**config.mk**
```make
export PLATFORM = sky130hd
export DESIGN_NAME = sbbf_ctrl
export DESIGN_NICKNAME = d
export VERILOG_FILES = /design/src/sv/sprite_blit_braille_framebuffer_unit_macros.svh /design/src/sv/sbbf_pkg.sv /design/src/sv/sbbf_ctrl.sv
export SDC_FILE = /design/constraint.sdc
export NUM_CORES = 1
export LEC_CHECK = 0
export ABC_AREA = 1
export BUFFER_PORTS_ARGS = -buffer_cell sky130_fd_sc_hd__buf_2
export CAP_MARGIN = 20
export CORE_AREA = 3 3 40 42
export DETAILED_ROUTE_END_ITERATION = 8
export DIE_AREA = 0 0 43 45
export HOLD_SLACK_MARGIN = 0.03
export PLACE_DENSITY_LB_ADDON = 0.08
export SLEW_MARGIN = 15
export SYNTH_ARGS = -nofsm -noshare
export SYNTH_HDL_FRONTEND = slang
export SYNTH_SLANG_ARGS = --single-unit
export TNS_END_PERCENT = 1
```
**constraint.sdc**
```tcl
create_clock -name clk -period 3.3 [get_ports clk]
set_input_delay 0.33 -clock clk [delete_from_list [all_inputs] [get_ports clk]]
set_output_delay 0.33 -clock clk [all_outputs]
set_load 0.05 [all_outputs]
```
**src/sv/sprite_blit_braille_framebuffer_unit_macros.svh**
```systemverilog
// ----------------------------------------------------------------------------
// Assertion macros for the braille framebuffer unit
// Immediate-implication and next-cycle-implication checks, off in synthesis.
// ----------------------------------------------------------------------------
`ifndef SPRITE_BLIT_BRAILLE_FRAMEBUFFER_UNIT_MACROS_SVH
`define SPRITE_BLIT_BRAILLE_FRAMEBUFFER_UNIT_MACROS_SVH
`ifndef SYNTHESIS
`define SBBF_ASSERT_IMPLY(label, clk, rst, a, b) \
  label: assert property (@(posedge clk) disable iff (rst) (a) |-> (b)) \
    else $error("assertion failed");
`define SBBF_ASSERT_NEXT(label, clk, rst, a, b) \
  label: assert property (@(posedge clk) disable iff (rst) (a) |=> (b)) \
    else $error("assertion failed");
`else
`define SBBF_ASSERT_IMPLY(label, clk, rst, a, b)
`define SBBF_ASSERT_NEXT(label, clk, rst, a, b)
`endif
`endif

```
**src/sv/sbbf_pkg.sv**
```systemverilog
// ----------------------------------------------------------------------------
// sbbf_pkg
// Types and constants shared by the braille framebuffer unit.
// ----------------------------------------------------------------------------
`default_nettype none
package sbbf_pkg;

  localparam logic [1:0] OP_LOAD   = 2'd0;
  localparam logic [1:0] OP_BLIT   = 2'd1;
  localparam logic [1:0] OP_RENDER = 2'd2;
  localparam logic [1:0] OP_CLEAR  = 2'd3;

  localparam logic REG_FRAME_WIDTH  = 1'b0;
  localparam logic REG_FRAME_HEIGHT = 1'b1;

  localparam int FRAME_WIDTH_MAX  = 128;
  localparam int FRAME_HEIGHT_MAX = 64;
  localparam int SPRITE_SIDE_MAX  = 32;

  localparam logic [7:0] UTF8_LEAD = 8'hE2;
  localparam logic [7:0] UTF8_MID  = 8'hA0;
  localparam logic [7:0] UTF8_LAST = 8'h80;

  // Dot bit for each pixel of a cell: left column rows 0..3, then right column
  localparam logic [7:0] DOT_BIT [8] = '{8'h01, 8'h02, 8'h04, 8'h40,
                                         8'h08, 8'h10, 8'h20, 8'h80};

  typedef struct packed {
    logic [1:0] operation;
    logic [6:0] pos_x;
    logic [5:0] pos_y;
    logic [7:0] pixel_value;
    logic [4:0] offset_x;
    logic [4:0] offset_y;
    logic [7:0] render_width;
    logic [6:0] render_height;
    logic [5:0] sprite_width;
    logic [5:0] sprite_height;
  } in_t;

  typedef struct packed {
    logic [7:0] utf8_lead;
    logic [7:0] utf8_mid;
    logic [7:0] utf8_last;
    logic       end_of_row;
  } out_t;

  typedef struct packed {
    logic capture;
    logic mod_step;
    logic row_next;
    logic px_clear;
    logic px_read;
    logic px_write;
    logic cell_read;
    logic cell_emit;
  } cmd_t;

  typedef struct packed {
    logic [1:0] in_op;
    logic       in_blit_nop;
    logic       in_render_ok;
    logic       mod_busy;
    logic       x_in;
    logic       y_in;
    logic       k_done;
    logic       row_last;
    logic       out_free;
  } status_t;

endpackage
`default_nettype wire

```
**src/sv/sbbf_ctrl.sv**
```systemverilog
// ----------------------------------------------------------------------------
// sbbf_ctrl
// Sequencer for load, blit, clear, render and the clearing pass after reset.
// ----------------------------------------------------------------------------
`default_nettype none
module sbbf_ctrl (
  input  wire logic            clk,
  input  wire logic            rst,
  input  wire logic            in_valid,
  output logic                 in_stall,
  input  wire sbbf_pkg::status_t st,
  output sbbf_pkg::cmd_t       cmd
);

  localparam logic [2:0] S_IDLE = 3'd0;
  localparam logic [2:0] S_MOD  = 3'd1;
  localparam logic [2:0] S_WALK = 3'd2;
  localparam logic [2:0] S_BWR  = 3'd3;
  localparam logic [2:0] S_RRD  = 3'd4;
  localparam logic [2:0] S_ROUT = 3'd5;

  logic [2:0] state, state_next;
  logic       blit_mode, blit_mode_next;

  // State register; reset starts the clearing pass over the whole frame
  always_ff @(posedge clk) begin
    if (rst) begin
      state     <= S_WALK;
      blit_mode <= 1'b0;
    end else begin
      state     <= state_next;
      blit_mode <= blit_mode_next;
    end
  end

  assign in_stall = (state != S_IDLE);

  // Next state and commands
  always_comb begin
    state_next     = state;
    blit_mode_next = blit_mode;
    cmd            = '0;
    case (state)
      S_IDLE: begin
        if (in_valid) begin
          cmd.capture = 1'b1;
          case (st.in_op)
            sbbf_pkg::OP_BLIT: begin
              blit_mode_next = 1'b1;
              if (!st.in_blit_nop) state_next = S_MOD;
            end
            sbbf_pkg::OP_RENDER: begin
              if (st.in_render_ok) state_next = S_RRD;
            end
            sbbf_pkg::OP_CLEAR: begin
              blit_mode_next = 1'b0;
              state_next     = S_WALK;
            end
            default: ;
          endcase
        end
      end
      S_MOD: begin
        if (st.mod_busy) cmd.mod_step = 1'b1;
        else state_next = S_WALK;
      end
      S_WALK: begin
        if (!st.y_in) begin
          state_next = S_IDLE;
        end else if (!st.x_in) begin
          cmd.row_next = 1'b1;
        end else if (blit_mode) begin
          cmd.px_read = 1'b1;
          state_next  = S_BWR;
        end else begin
          cmd.px_clear = 1'b1;
        end
      end
      S_BWR: begin
        cmd.px_write = 1'b1;
        state_next   = S_WALK;
      end
      S_RRD: begin
        cmd.cell_read = 1'b1;
        if (st.k_done) state_next = S_ROUT;
      end
      S_ROUT: begin
        if (st.out_free) begin
          cmd.cell_emit = 1'b1;
          state_next    = st.row_last ? S_IDLE : S_RRD;
        end
      end
      default: state_next = S_IDLE;
    endcase
  end

endmodule
`default_nettype wire

```
==> results of run 1 <==
-- sequential cells by signal (all words and copies together) (netlist names) --
register	cells
state	3
blit_mode	1
-- cell families after synthesis --
family | count (synthesis) | share of synthesized area [%]
AND/OR/NAND/NOR | 47 | 57.7
flip-flops | 4 | 17.9
AO/OA/AOI/OAI | 6 | 7.56
buffers and inverters | 18 | 16.8
-- worst max-delay path: stages, from the launching register on --
cell     delay, ns
dfxtp_1       0.39
nor2_4        0.23
nand3_1       0.16
nor2_1        0.12
buf_2         0.27
-- routing by layer --
| metal | vias up | track usage [%] | share of wire, % |
|---|---|---|---|
| li1 | 277 | - | - |
| met1 | 212 | 15.1 | 46 |
| met2 | 16 | 21.3 | 45 |
| met3 | 2 | 5.18 | 7.7 |
| met4 | 0 | 5.42 | 1.2 |
| met5 | - | 0 | 0 |
-- layout make-up --
type	instances	area, µm²
multi-input cells	53	292
well taps	15	18.8
flip-flops and latches	4	80.1
fillers	140	703
clock buffers	3	22.5
inverters	17	63.8
repair buffers	21	105
-- through the flow --
step	hold slack, ns	utilization [%]
after CTS	0.294	45.3
final	0.298	45.3
after detailed placement	0.508	43.5
after global placement	0.520	43.5
after floorplan	0.433	-
after global routing	0.316	45.3
-- layout by cell type (no fill, tap or decap) --
master	n
nand3b_1	2
dfxtp_1	4
nor2_2	3
nand2_4	1
o21ai_0	3
nand3_1	2
a21oi_1	2
nor3_1	3
o21ai_2	1
nand4_1	3
nand2_1	16
nand2_2	1
nand3_2	2
clkbuf_4	3
nor2_1	10
buf_2	21
inv_1	17
nor2_4	4
-- final timing paths --
check	end	slack, ns	from	cells after the start
worst max-delay path	cmd[4]	1.57	state[2]	4
worst min-delay path	state[1]	0.30	rst	3
worst max register to register	state[0]	1.99	state[2]	8
worst min register to register	blit_mode	0.50	blit_mode	2
-- power breakdown --
| group | total, W | internal, W | switching, W |
|---|---|---|---|
| sequential | 0.0000965 | 0.0000676 | 0.0000289 |
| combinational | 0.000356 | 0.000104 | 0.000252 |
| clock | 0.0000631 | 0.0000408 | 0.0000223 |
==> summary.txt, run 1 <==
Status
  • Status: completed

Die
  • Die footprint: ~1900 µm²
  • I/O pin total: 22
  • Rows: 13
  • Initial Utilization: a little over a third
  • Core ar.: 1280 µm²
  • Die W: about 43 µm
  • Die Ht: ~45 µm

Power and ir drop
  • Peak VDD IR: between 0.0003 and 0.0004 V
  • PwrDens: roughly 900 nW/µm²
  • Overall Power: 0.000516 W
  • Pleak: ~0.37 nW

STA
  • Slew @ Worst Pin: around 0.31 ns
  • Fin. Hold Viols: 0
  • Setup-failing EPs final: 0
  • Fin crit share: approximately 52%
  • Achievable frequency: just under 600 MHz
  • Max-slew violation count: 0
  • Min Tclk post-route: about 1.7 ns
  • Setup TNS: 0 ns
  • RSZ-0062 raised after global routing: false
  • PnR worst setup slack: roughly 1.6 ns
  • Slew HR: roughly 79%
  • Worst Skew: approximately 0.0037 ns

Drt
  • Final ANT Viol Nets: 0
  • Initial DRC count: 4
  • Detailed Route WL: 1080 µm
  • Vias per Instance: 4.49
  • Routed wire length per instance: about 9.5 µm
  • Initial DRT Pass Iterations: 4
  • Drc violations: 0
  • Via count: 507

Placement
  • Detail Placement HPWL: around 900 µm
  • Place WS: around 1.8 ns
  • IO Port Bufs: 21
  • Placed cells: between 100 and 150
  • Placed cell areas: around 560 µm²
  • Routability Congestion: between 0.7 and 0.8

Hold path
  • Hold Crit Class: input port to flop

Synthesis
  • Synth unique cells: 17
  • Synth async-reset ratio: 0%
  • Cells after Synth: 75
  • Count leader, synth: inv_1
  • Dominant cell type by area after synthesis: dfxtp_1
  • Mapped cell area: ~450 µm²
  • Synth Area per Inst: between 5 and 6 µm²
  • Post-synth EDFFs: 0
  • Seq/Total Area, Yosys: between 15 and 20%
  • Synth top area share: 17.9%
  • Synth Warn #: 0
  • Top_reg_cell synth: dfxtp_1
  • Top cells by area, synth: dfxtp_1, inv_1, nand2_1
  • Syn_nets: 88
  • Top cells by count, synth: inv_1, nand2_1, nor2_1, dfxtp_1, nor2_4
  • Yosys reg bits: 4

Job
  • Max_cap viols: 0

Clocking
  • CTS buffer count: 3
  • Postcts setup bufs: 0
  • Skew-Pair Late Insertion Delay: roughly 0.24 ns
  • Post_cts resized: 0
  • CTS Hold Buffers Added: 0
  • CTS tree: yes
  • Clk pin slew, worst setup/hold paths: around 0.04 ns
  • Clk root buf: clkbuf_4
  • Maximum buffer depth of the clock tree: 2
  • CTS Sinks: 4
  • H-tree Lvls: 1

GRT
  • Largest net degree at the start of global routing: 9
  • GRT Util Overall: roughly an eighth
  • Vias in the first global route: approximately 460
  • Initial antenna violation count: 0
  • Global-route wire length before repair: around 1800 µm
  • Grt total ovfl: 0

Finish
  • Share of layout cells above drive strength 1: ~37%
  • Synth-to-Final Area Change: 30.3%
  • Diode count: 0
  • Net count, final: ~110
  • Non-filler cells, final: 113
  • Final Instance Area: between 500 and 600 µm²

Worst setup path
  • Worst EP required: 2.97 ns
  • Setup Crit Path Kind: flop to output pin
  • Arr. time, crit path: around 1.4 ns
  • CP max FO: 8
  • Setup crit end kind: output pin
  • Crit start category: flop
(Power assumes the default switching activity.)
==> run 2, diff against run 1 <==
Clock period 3.3 ns to 1.57 ns, I/O delays scaled along.
==> run 2 against run 1 <==
Effect of this change: clock skew increased by 0.0037 ns; die area unchanged; sequential share of layout area shrank 0.40 points; largest cell class unchanged.
==> summary.txt, run 2 (synthesis results as in run 1) <==
Power and ir drop
  • Pleak: 0.367 nW (+0.26%)
  • PwrDens: 1830 nW/µm² (+110%)
  • Overall Power: 0.00110 W (+110%)
  • Peak VDD IR: 0.000632 V (+93%)

STA
  • RSZ-0062 raised after global routing: false
  • Worst Skew: 0.00745 ns (+0.00374 ns)
  • Slew HR: 79.2% (about the same)
  • Setup TNS: 0 ns (unchanged)
  • Slew @ Worst Pin: 0.312 ns (-0.00100 ns)
  • Fin. Hold Viols: 0 (unchanged)
  • Setup-failing EPs final: 0 (unchanged)
  • Fin crit share: a little over nine tenths
  • Max-slew violation count: 0 (unchanged)
  • Hold slack final: 0.139 ns (-0.159 ns)
  • PnR worst setup slack: 0.0806 ns (-1.49 ns)
  • Min Tclk post-route: 1.49 ns
  • Achievable frequency: 671 MHz

Status
  • Status: completed

Worst setup path
  • Arr. time, crit path: 1.33 ns (-0.07 ns)
  • Most frequent CP cell: inv_1
  • Worst path max stage delay: 0.43 ns (+0.04 ns)
  • Worst EP required: 1.41 ns (-1.56 ns)
  • Setup crit end kind: output pin
  • Worst path cell trace: inv_1, nor2_1, nand2_1, inv_1, buf_2
  • Slowest cell on crit path: dfxtp_1
  • CP max FO: 5 (-3)
  • Crit path buf inv count: 3 (+2)
  • Flop2flop setup slack: 0.29 ns (-1.70 ns)
  • Setup Crit Path Kind: flop to output pin
  • Crit start category: flop
  • CP top delay family: flip-flops

Finish
  • Commonest cells after routing, fill and taps aside: buf_2, inv_1, nand2_1
  • Max reg flops: 3 (unchanged)
  • Final Instance Area: 599 µm² (+3.0%)
  • Most common cell after layout, fill and taps aside: buf_2
  • Multi-input gate area: 302 µm² (+3.4%)
  • Share of layout cells above drive strength 1: 38.8% (+2.0 points)
  • Reg area: 80.1 µm² (unchanged)
  • Net count, final: 113 (unchanged)
  • Most flop-heavy register: state
  • Fill count: 153 (+9.3%)
  • Top flop regs: state x3, blit_mode x1
  • Synth-to-Final Area Change: 34.2%
  • Diode count: 0 (unchanged)

Drt
  • Vias per Instance: 4.49 (unchanged)
  • Via count: 507 (unchanged)
  • Initial DRT Pass Iterations: 4 (unchanged)
  • Initial DRC count: 10 (+6)
  • Final ANT Viol Nets: 0 (unchanged)
  • Routed wire length per instance: 9.77 µm (+2.6%)
  • Drc violations: 0 (unchanged)
  • Detailed Route WL: 1100 µm (+2.6%)

Clocking
  • Clk root buf: clkbuf_4
  • CTS Hold Buffers Added: 0 (unchanged)
  • Clk pin slew, worst setup/hold paths: 0.04 ns (about the same)
  • CTS Sinks: 4 (unchanged)
  • CTS tree: yes
  • CTS buffer count: 3 (unchanged)
  • H-tree Lvls: 1 (unchanged)
  • Maximum buffer depth of the clock tree: 2 (unchanged)
  • Skew-Pair Late Insertion Delay: 0.24 ns (about the same)

Placement
  • IO Port Bufs: 21 (unchanged)
  • Place WS: 0.239 ns (-1.58 ns)
  • Routability Congestion: 0.743 (-2.6%)
  • Placed cell areas: 564 µm² (+0.89%)
  • Detail Placement HPWL: 931 µm (+3.5%)

Die
  • Rows: 13 (unchanged)
  • Die W: 43 µm (unchanged)
  • I/O pin total: 22 (unchanged)
  • Die footprint: 1940 µm² (unchanged)
  • Die Ht: 45 µm (unchanged)
  • Core ar.: 1280 µm² (unchanged)
  • Initial Utilization: 34.8% (unchanged)

GRT
  • Vias in the first global route: 486 (+6.6%)
  • Largest net degree at the start of global routing: 9 (unchanged)
  • Global-route wire length before repair: 1880 µm (+1.8%)
  • Initial antenna violation count: 0 (unchanged)
  • GRT Util Overall: 12.8% (-0.18 points)
  • Grt total ovfl: 0 (unchanged)

Job
  • Max_cap viols: 0 (unchanged)

Hold path
  • Hold Crit Class: input port to flop
## run 2: final cells by class
class	instances	area share [%]
Clock buffer	3	3.76
Inverter	17	10.6
Multi-Input combinational cell	53	50.3
Sequential cell	4	13.4
Tap cell	15	3.13
Timing Repair Buffer	21	18.8
## run 2: path summary, 6_finish.rpt
check	startpoint	to	cells past startpoint
worst min register to register	blit_mode	blit_mode	2
worst max register to register	state[2]	state[2]	8
worst max-delay path	state[0]	cmd[6]	5
worst min-delay path	rst	state[1]	3
## run 2: where the power goes
group | switching [W] | leakage, nW | internal, W | total [W]
logic | 0.000537 | 0.320 | 0.000226 | 0.000763
clock network | 0.0000439 | 0.0138 | 0.0000856 | 0.000130
registers | 0.0000623 | 0.0330 | 0.000142 | 0.000204
total | 0.000643 | 0.367 | 0.000454 | 0.00110
## run 2: repair_timing
item | CTS | global route
gates resized for setup | 1 | 3
buffers inserted | 0 | 0
endpoints found under the setup margin | 1 | 3
pin swaps | 0 | 1
cloned | 0 | 0
## run 2: per-stage QoR
| step | utilization (%) | std cells |
|---|---|---|
| 2_1_floorplan | - | 75 |
| 3_3_place_gp | 43.9 | 110 |
| 3_5_place_dp | 43.9 | 110 |
| 4_1_cts | 45.9 | 113 |
| 5_1_grt | 46.6 | 113 |
| 6_report | 46.6 | 113 |
## run 2: routing by layer
layer | vias to the layer above | track usage, % | share of wire (%)
met4 | 0 | 1.81 | 0
met5 | - | 0 | 0
met2 | 19 | 22.8 | 47
li1 | 278 | - | -
met3 | 0 | 4.78 | 7.3
met1 | 210 | 15.1 | 45
## run 2: worst min-delay path, stage by stage
cell and delay, ns:
buf_2 0.09, nor2_1 0.04, o21ai_0 0.05
